--- src/mmh_pkg.sv ---
// Types, constants and helpers shared by the stream hasher modules.
package mmh_pkg;

	localparam logic [63:0] MIX_MUL    = 64'hC6A4A7935BD1E995;
	localparam logic [63:0] SEED_RESET = 64'd3782874213;
	localparam int unsigned MIX_SHIFT  = 47;

	// What the back end has to do with the word of one queued transaction.
	typedef enum logic [1:0] {
		KIND_NONE,
		KIND_PART,
		KIND_FULL
	} kind_t;

	typedef struct packed {
		logic [63:0] word;
		kind_t       kind;
		logic        first;
		logic        last;
		logic [63:0] len;
	} op_t;

	typedef enum logic [2:0] {
		ST_IDLE,
		ST_SEED,
		ST_MIX1,
		ST_MIX2,
		ST_XOR,
		ST_FOLD,
		ST_FIN,
		ST_EMIT
	} back_state_t;

	// Step that follows once the hash is seeded (or right away when not first).
	function automatic back_state_t dispatch(input kind_t kind, input logic last);
		back_state_t nxt;
		unique case (kind)
			KIND_FULL: nxt = ST_MIX1;
			KIND_PART: nxt = ST_XOR;
			default:   nxt = last ? ST_FIN : ST_IDLE;
		endcase
		return nxt;
	endfunction

	function automatic logic [63:0] xor_shift(input logic [63:0] v);
		return v ^ (v >> MIX_SHIFT);
	endfunction

endpackage

--- src/murmur64a_stream_hasher.sv ---
// Each 64-bit multiply runs as three partial products on the shared 32x32 multiplier.
// A middle full word takes a pop and three multiplies; a partial word takes a pop, an XOR and one.
// A first transaction adds a seeding multiply, a last one adds a finishing multiply and output.
// Throughput is set by the single multiplier; the queue takes new transactions until it is full.
// Reset (arst_n low, asynchronous) empties the queue, closes any message, drops any result
// and loads the seed register with its default.
module murmur64a_stream_hasher #(
	parameter int QUEUE_DEPTH = 2
) (
	input  logic        clk,
	input  logic        arst_n,
	// input stream
	input  logic        in_valid,
	output logic        in_stall,
	input  logic [63:0] data_word,
	input  logic [3:0]  byte_count,
	input  logic        first_item,
	input  logic        last_item,
	input  logic [63:0] msg_len,
	// result stream
	output logic        out_valid,
	input  logic        out_stall,
	output logic [63:0] hash_value,
	// seed register write
	input  logic        cfg_valid,
	output logic        cfg_ready,
	input  logic [63:0] cfg_data
);
	import mmh_pkg::*;

	logic        push;
	op_t         push_op;
	op_t         head;
	logic        q_empty;
	logic        q_full;
	logic        pop;
	logic [63:0] seed_q;

	// The seed register takes a write in any cycle; it is sampled when a message is seeded.
	assign cfg_ready = 1'b1;

	always_ff @(posedge clk or negedge arst_n) begin
		if (!arst_n) begin
			seed_q <= SEED_RESET;
		end else if (cfg_valid && cfg_ready) begin
			seed_q <= cfg_data;
		end
	end

	// Front end: accept each transaction, drop it if no message is open, and queue the rest
	// with a partial word already masked to its valid bytes.
	mmh_front u_front (
		.clk        (clk),
		.arst_n     (arst_n),
		.in_valid   (in_valid),
		.in_stall   (in_stall),
		.data_word  (data_word),
		.byte_count (byte_count),
		.first_item (first_item),
		.last_item  (last_item),
		.msg_len    (msg_len),
		.q_full     (q_full),
		.push       (push),
		.push_op    (push_op)
	);

	// Queue: decouple acceptance from the multi-cycle hash steps.
	mmh_fifo #(
		.DEPTH (QUEUE_DEPTH)
	) u_fifo (
		.clk     (clk),
		.arst_n  (arst_n),
		.push    (push),
		.push_op (push_op),
		.pop     (pop),
		.head    (head),
		.empty   (q_empty),
		.full    (q_full)
	);

	// Back end: seed, mix, fold and finish; the result register holds while stalled.
	mmh_back u_back (
		.clk        (clk),
		.arst_n     (arst_n),
		.seed       (seed_q),
		.head       (head),
		.q_empty    (q_empty),
		.pop        (pop),
		.out_valid  (out_valid),
		.out_stall  (out_stall),
		.hash_value (hash_value)
	);

endmodule

--- src/mmh_front.sv ---
// Front end: accepts input transactions, drops those outside a message, classifies words.
module mmh_front (
	input  logic          clk,
	input  logic          arst_n,
	input  logic          in_valid,
	output logic          in_stall,
	input  logic [63:0]   data_word,
	input  logic [3:0]    byte_count,
	input  logic          first_item,
	input  logic          last_item,
	input  logic [63:0]   msg_len,
	input  logic          q_full,
	output logic          push,
	output mmh_pkg::op_t  push_op
);
	import mmh_pkg::*;

	logic        in_msg_q;
	logic        accept;
	logic [63:0] mask;

	assign in_stall = q_full;
	assign accept   = in_valid && !q_full;
	assign push     = accept && (first_item || in_msg_q);

	// Low-byte mask for a partial word of one to seven bytes.
	assign mask = ~(64'hFFFF_FFFF_FFFF_FFFF << {byte_count[2:0], 3'b000});

	always_comb begin
		push_op.first = first_item;
		push_op.last  = last_item;
		push_op.len   = msg_len;
		if (byte_count[3]) begin
			push_op.kind = KIND_FULL;
			push_op.word = data_word;
		end else if (byte_count[2:0] == 3'd0) begin
			push_op.kind = KIND_NONE;
			push_op.word = data_word;
		end else begin
			push_op.kind = KIND_PART;
			push_op.word = data_word & mask;
		end
	end

	always_ff @(posedge clk or negedge arst_n) begin
		if (!arst_n) begin
			in_msg_q <= 1'b0;
		end else if (push) begin
			in_msg_q <= !last_item;
		end
	end

endmodule

--- src/mmh_fifo.sv ---
// Short queue of classified transactions between front and back end.
module mmh_fifo #(
	parameter int DEPTH = 2
) (
	input  logic          clk,
	input  logic          arst_n,
	input  logic          push,
	input  mmh_pkg::op_t  push_op,
	input  logic          pop,
	output mmh_pkg::op_t  head,
	output logic          empty,
	output logic          full
);
	import mmh_pkg::*;

	localparam int AW = (DEPTH > 1) ? $clog2(DEPTH) : 1;
	localparam int CW = $clog2(DEPTH + 1);

	op_t           mem_q [DEPTH];
	logic [AW-1:0] wr_ptr_q;
	logic [AW-1:0] rd_ptr_q;
	logic [CW-1:0] count_q;
	logic          do_push;
	logic          do_pop;

	assign empty   = (count_q == CW'(0));
	assign full    = (count_q == CW'(DEPTH));
	assign do_push = push && !full;
	assign do_pop  = pop && !empty;
	assign head    = mem_q[rd_ptr_q];

	function automatic logic [AW-1:0] wrap_inc(input logic [AW-1:0] p);
		return (p == AW'(DEPTH - 1)) ? AW'(0) : p + AW'(1);
	endfunction

	always_ff @(posedge clk) begin
		if (do_push) begin
			mem_q[wr_ptr_q] <= push_op;
		end
	end

	always_ff @(posedge clk or negedge arst_n) begin
		if (!arst_n) begin
			wr_ptr_q <= '0;
			rd_ptr_q <= '0;
			count_q  <= '0;
		end else begin
			if (do_push) begin
				wr_ptr_q <= wrap_inc(wr_ptr_q);
			end
			if (do_pop) begin
				rd_ptr_q <= wrap_inc(rd_ptr_q);
			end
			unique case ({do_push, do_pop})
				2'b10:   count_q <= count_q + CW'(1);
				2'b01:   count_q <= count_q - CW'(1);
				default: count_q <= count_q;
			endcase
		end
	end

endmodule

--- src/mmh_mul.sv ---
// Multiply by the mixing constant modulo 2^64, one 32x32 partial product per cycle.
module mmh_mul (
	input  logic        clk,
	input  logic        arst_n,
	input  logic        start,
	input  logic [63:0] operand,
	output logic        done,
	output logic [63:0] product
);
	import mmh_pkg::*;

	logic [63:0] a_q;
	logic [63:0] acc_q;
	logic [1:0]  step_q;
	logic        busy_q;
	logic        done_q;
	logic [31:0] x;
	logic [31:0] y;
	logic [63:0] p;

	// Low half only: lo*lo in full, then the two cross terms into the upper word.
	always_comb begin
		unique case (step_q)
			2'd0: begin
				x = a_q[31:0];
				y = MIX_MUL[31:0];
			end
			2'd1: begin
				x = a_q[31:0];
				y = MIX_MUL[63:32];
			end
			default: begin
				x = a_q[63:32];
				y = MIX_MUL[31:0];
			end
		endcase
		p = {32'd0, x} * {32'd0, y};
	end

	assign done    = done_q;
	assign product = acc_q;

	always_ff @(posedge clk) begin
		if (start) begin
			a_q <= operand;
		end
		if (busy_q) begin
			if (step_q == 2'd0) begin
				acc_q <= p;
			end else begin
				acc_q[63:32] <= acc_q[63:32] + p[31:0];
			end
		end
	end

	always_ff @(posedge clk or negedge arst_n) begin
		if (!arst_n) begin
			busy_q <= 1'b0;
			step_q <= 2'd0;
			done_q <= 1'b0;
		end else if (start) begin
			busy_q <= 1'b1;
			step_q <= 2'd0;
			done_q <= 1'b0;
		end else if (busy_q) begin
			step_q <= step_q + 2'd1;
			if (step_q == 2'd2) begin
				busy_q <= 1'b0;
				done_q <= 1'b1;
			end
		end else begin
			done_q <= 1'b0;
		end
	end

endmodule

--- src/mmh_back.sv ---
// Back end: sequences the hash recurrence over the shared multiplier and holds the result.
module mmh_back (
	input  logic          clk,
	input  logic          arst_n,
	input  logic [63:0]   seed,
	input  mmh_pkg::op_t  head,
	input  logic          q_empty,
	output logic          pop,
	output logic          out_valid,
	input  logic          out_stall,
	output logic [63:0]   hash_value
);
	import mmh_pkg::*;

	back_state_t st_q;
	back_state_t st_d;
	op_t         op_q;
	logic [63:0] h_q;
	logic [63:0] k_q;
	logic [63:0] hash_q;
	logic        out_valid_q;
	logic        started_q;
	logic        mul_start;
	logic [63:0] mul_operand;
	logic        mul_done;
	logic [63:0] mul_product;
	logic        out_load;

	mmh_mul u_mul (
		.clk     (clk),
		.arst_n  (arst_n),
		.start   (mul_start),
		.operand (mul_operand),
		.done    (mul_done),
		.product (mul_product)
	);

	always_comb begin
		st_d        = st_q;
		pop         = 1'b0;
		mul_start   = 1'b0;
		mul_operand = h_q;
		out_load    = 1'b0;
		unique case (st_q)
			ST_IDLE: begin
				if (!q_empty) begin
					pop  = 1'b1;
					st_d = head.first ? ST_SEED : dispatch(head.kind, head.last);
				end
			end
			ST_SEED: begin
				mul_operand = op_q.len;
				mul_start   = !started_q;
				if (mul_done) begin
					st_d = dispatch(op_q.kind, op_q.last);
				end
			end
			ST_MIX1: begin
				mul_operand = op_q.word;
				mul_start   = !started_q;
				if (mul_done) begin
					st_d = ST_MIX2;
				end
			end
			ST_MIX2: begin
				mul_operand = k_q;
				mul_start   = !started_q;
				if (mul_done) begin
					st_d = ST_FOLD;
				end
			end
			ST_XOR: begin
				st_d = ST_FOLD;
			end
			ST_FOLD: begin
				mul_operand = h_q;
				mul_start   = !started_q;
				if (mul_done) begin
					st_d = op_q.last ? ST_FIN : ST_IDLE;
				end
			end
			ST_FIN: begin
				mul_operand = xor_shift(h_q);
				mul_start   = !started_q;
				if (mul_done) begin
					st_d = ST_EMIT;
				end
			end
			ST_EMIT: begin
				if (!out_valid_q || !out_stall) begin
					out_load = 1'b1;
					st_d     = ST_IDLE;
				end
			end
			default: begin
				st_d = ST_IDLE;
			end
		endcase
	end

	always_ff @(posedge clk or negedge arst_n) begin
		if (!arst_n) begin
			st_q        <= ST_IDLE;
			started_q   <= 1'b0;
			out_valid_q <= 1'b0;
			h_q         <= '0;
		end else begin
			st_q <= st_d;
			if (mul_done) begin
				started_q <= 1'b0;
			end else if (mul_start) begin
				started_q <= 1'b1;
			end
			if (out_load) begin
				out_valid_q <= 1'b1;
			end else if (!out_stall) begin
				out_valid_q <= 1'b0;
			end
			if (mul_done && st_q == ST_SEED) begin
				h_q <= seed ^ mul_product;
			end else if (mul_done && st_q == ST_MIX2) begin
				h_q <= h_q ^ mul_product;
			end else if (mul_done && st_q == ST_FOLD) begin
				h_q <= mul_product;
			end else if (st_q == ST_XOR) begin
				h_q <= h_q ^ op_q.word;
			end
		end
	end

	always_ff @(posedge clk) begin
		if (pop) begin
			op_q <= head;
		end
		if (mul_done && (st_q == ST_MIX1 || st_q == ST_FIN)) begin
			k_q <= xor_shift(mul_product);
		end
		if (out_load) begin
			hash_q <= k_q;
		end
	end

	assign out_valid  = out_valid_q;
	assign hash_value = hash_q;

endmodule

--- config.mk ---
export PLATFORM = sky130hd
export DESIGN_NAME = murmur64a_stream_hasher
export DESIGN_NICKNAME = d
export VERILOG_FILES = /design/src/mmh_pkg.sv /design/src/murmur64a_stream_hasher.sv /design/src/mmh_front.sv /design/src/mmh_fifo.sv /design/src/mmh_mul.sv /design/src/mmh_back.sv
export SDC_FILE = /design/constraint.sdc
export NUM_CORES = 2
export LEC_CHECK = 0
export ABC_AREA = 1
export BUFFER_PORTS_ARGS = -buffer_cell sky130_fd_sc_hd__buf_2
export CORE_MARGIN = 8
export CORE_UTILIZATION = 45
export CTS_CLUSTER_DIAMETER = 60
export DETAILED_ROUTE_END_ITERATION = 8
export MAX_ROUTING_LAYER = met4
export PLACE_DENSITY = 0.63
export SKIP_LAST_GASP = 1
export SYNTH_ARGS = -nofsm -noshare
export SYNTH_HDL_FRONTEND = slang
export SYNTH_SLANG_ARGS = --single-unit
export TNS_END_PERCENT = 1
--- constraint.sdc ---
create_clock -name clk -period 12 [get_ports clk]
set_clock_uncertainty 0.05 [all_clocks]
set_input_delay 0.6 -clock clk [delete_from_list [all_inputs] [get_ports clk]]
set_output_delay 0.6 -clock clk [all_outputs]
set_load 0.005 [all_outputs]
==> metrics.md <==
| Metric | Value |
|---|---|
| Status | finished, final reports clean |
| Post-route DRC | 0 |
| Die Outline Area | between 100000 and 150000 um^2 |
| Yosys cell types | 46 |
| Largest net degree at the start of global routing | between 80 and 90 |
| Proportion of netlist area held by the largest area contributor | 0.324 |
| Vias in the first global route | roughly 45000 |
| Portion of the post-synthesis area used by sequential elements | 0.383 |
| Global-route wire length before repair | just over 300000 um |
| Deepest clock path buffer count | 3 |
| Worst slew slack as a fraction of its limit | 0.205 |
| Post-synth top cells | nand2_1, inv_1, edfxtp_1 |
| Maximum single-stage delay on the critical path | ~700 ps |
| Multiplexer fraction of the synthesized cell area | 0.0119 |
| Drt total wl | 208000 um |
| Routed wire per std cell | around 26 um |
| H-tree lvl count | 3 |
| Routed via count divided by cell count | 5.35 |
| Height of the chip | 382 um |
| WP data arrival | ~11000 ps |
| Post-Synth Adder-Cell Area | 0.295 |
| Netlist area before placement | approximately 60000 um^2 |
| Async set or reset register ratio after synthesis | 0.179 |
| Die span in x | 382 um |
| Dominant combinational cell family by area after synthesis | adder cells |
| Initial standard-cell utilization of the core | 0.452 |
| Sum of negative setup slack | 0 ps |
| Count of buffers inserted at the top-level ports | 268 |
| Flip-flop and latch count after synthesis | around 800 |
| Worst-Margin Slew | 1190 ps |
| Number of standard-cell rows in the floorplan | 134 |
| Kind of path behind the tightest hold check | input port to flop |
| Fill count | around 12000 |
| Compound-cell area share of the yosys netlist | 0.0722 |
| Synthesis-to-layout area growth | 10.0% |
| Max Fclk | 94.2 MHz |
| Final number of hold-violating endpoints | 0 |
| Post-cts gate resize count | 0 |
| Global Route Usage Sum | 0.289 |
| Most instantiated library cell after synthesis | nand2_1 |
| Clock sink total | between 700 and 800 |
| Synthesized area divided by synthesized cell count | roughly 10 um^2 |
| Peak fanout along the critical path | 28 |
| Origin of the critical flop-to-flop path | u_back.u_mul.step_q[0]$_DFFE_PN0P_ |
| Destination of the worst hold path | u_fifo.mem_q[0][2]$_DFFE_PP_ |
| Finish-stage setup viols | 0 |
| Slowest library cell on the worst path | nor2_1 |
| Number of vias after detailed routing | around 43000 |
| Number of cells on the worst hold path | 1 |
| Predominant post-synthesis flop cell | edfxtp_1 |
| Final clock period utilization by the worst path | 0.885 |
| IO Count | 270 |
| Worst R2R End | u_back.u_mul.product[63]$_DFFE_PP_ |
| Number of enable-type register cells in the synthesized netlist | between 600 and 700 |
| Req. time, crit path | 12350 ps |
| Critical path's most frequent cell | inv_1 |
| Post-synthesis share of cell area spent on and, or, nand and nor gates | 0.115 |
| Core area | between 100000 and 150000 um^2 |
| Most area-consuming cells after synthesis | edfxtp_1, fa_1, ha_1, nand2_1, inv_1 |
| Final number of max-transition violations | 0 |
| Top cell type by total area after synthesis | edfxtp_1 |
| Yosys Warn Count | 0 |
| Insertion delay of the later-clocked pin in the worst-skew pair | around 680 ps |
| Clock Tree Root | clkbuf_16 |
| Number of DRC markers after the initial detailed-route iteration | 3926 |
| Share of layout cells above drive strength 1 | 0.0977 |
| CTS tree | built |
| Half-perimeter wire length of the detailed placement result | between 150000 and 200000 um |
| Type of element capturing the critical path | flop |
| Reg2reg setup slack | about 1400 ps |
| Detailed-routing iteration count for the pre-antenna-repair pass | 6 |
| Post-DRT Antenna Nets | 0 |
| Routability congestion estimate from global placement | 1.01 |
| Initial antenna violation count | 16 |
| Number of instances in the synthesized netlist | 5976 |
| Count of max-cap constraint violations | 0 |
| Number of CTS-inserted buffers | 79 |
| Category of the most critical setup path | flop to flop |
| Cell depth of the worst flop-to-flop path | 39 |
| Origin of the worst min-delay path | msg_len[2] |
| Overflow left after global routing | 0 |
| Parity-gate share of the synthesized area counting xor and xnor cells | 0.0372 |
| Startpoint types | flop |
| Clock input transition at the sequential cells of the worst setup and hold paths | 70 ps |
| Final nets | around 7500 |
| Final period demand of the worst path | around 11000 ps |
| Unrepaired setup endpoints after global routing | false |
[repair_timing]
| item | in CTS | in global routing |
|---|---|---|
| hold buffers | 1 | 0 |
| endpoints found under the hold margin | 50 | 0 |
| buffers inserted | 0 | 0 |
[placed cells by master, fill, tap and decap left out, types with 126 or more instances in the layout]
cell type and count:
nor2_1 341, buf_2 266, dfrtp_1 126, nand2_1 1182, fa_1 613, xnor2_1 197
a21oi_1 234, o21ai_1 128, o21ai_0 155, edfxtp_1 651, inv_1 1133, ha_1 441
[critical path: cells and delay by family (launching register included)]
kind / cells / cell delay [ps]
XOR/XNOR: 1 / 260
AND/OR/NAND/NOR: 11 / 2090
buffers and inverters: 11 / 1170
AO/OA/AOI/OAI: 5 / 1250
flip-flops: 1 / 390
adder cells (fa/ha/maj): 11 / 5130
[per-stage QoR]
step / instances / utilization / setup WS [ps] / instance area (um^2) / hold slack (ps)
6_report: 8057 / 0.498 / 1380 / 66300 / 61.6
3_5_place_dp: 7903 / 0.478 / 1450 / 63700 / 391
5_1_grt: 8054 / 0.498 / 945 / 66300 / 33.1
3_3_place_gp: 7903 / 0.478 / 1420 / 63700 / 381
4_1_cts: 8052 / 0.498 / 1410 / 66300 / 9.79
2_1_floorplan: 5981 / - / 3010 / 60300 / 254
[layer usage]
metal	vias to the layer above	track usage	routed length, um
met5	-	-	0
met4	0	0.0890	7250
met3	280	0.0426	14000
met2	1625	0.470	100000
met1	21600	0.377	86400
li1	19600	-	-
[worst max-delay path by stage]
stage | from | to | slack, ps
3_3_place_gp | u_back.u_mul.step_q[0]$_DFFE_PN0P_ | u_back.u_mul.product[63]$_DFFE_PP_ | 1420
2_1_floorplan | u_back.u_mul.step_q[0]$_DFFE_PN0P_ | u_back.u_mul.product[63]$_DFFE_PP_ | 3010
6_report | u_back.u_mul.step_q[0]$_DFFE_PN0P_ | u_back.u_mul.product[63]$_DFFE_PP_ | 1380
5_1_grt | u_back.u_mul.step_q[0]$_DFFE_PN0P_ | u_back.u_mul.product[63]$_DFFE_PP_ | 950
3_5_place_dp | u_back.u_mul.step_q[0]$_DFFE_PN0P_ | u_back.u_mul.product[63]$_DFFE_PP_ | 1450
4_1_cts | u_back.u_mul.step_q[0]$_DFFE_PN0P_ | u_back.u_mul.product[63]$_DFFE_PP_ | 1410
[flip-flops by register name (all words and copies together) (netlist names), 3 cells and up]
| register | cells |
|---|---|
| seed_q | 64 |
| u_back.h_q | 64 |
| u_back.hash_value | 64 |
| u_back.k_q | 64 |
| u_back.op_q | 131 |
| u_back.st_q | 3 |
| u_back.u_mul.a_q | 64 |
| u_back.u_mul.product | 64 |
| u_fifo.mem_q | 264 |
[final cells by class]
cell class	instances	area (um^2)	area share
clock inverter	40	435	0.00656
inverter	1157	4350	0.0655
multi-input combinational	3851	32200	0.485
sequential	793	23100	0.349
clock buffer	108	2160	0.0325
antenna	5	12.5	0.000189
tap	1768	2210	0.0333
timing repair buffer	335	1860	0.0280
[cell families after synthesis]
kind of cell,count (synthesis)
fa+ha+maj,1055
flops,793
compound gates,728
mux,64
buf+inv,1337
other cells,2
simple gates,1741
xor+xnor,256
Power is not shown: default switching activity piles up to over one toggle a cycle in this logic, so the estimate is an artifact.
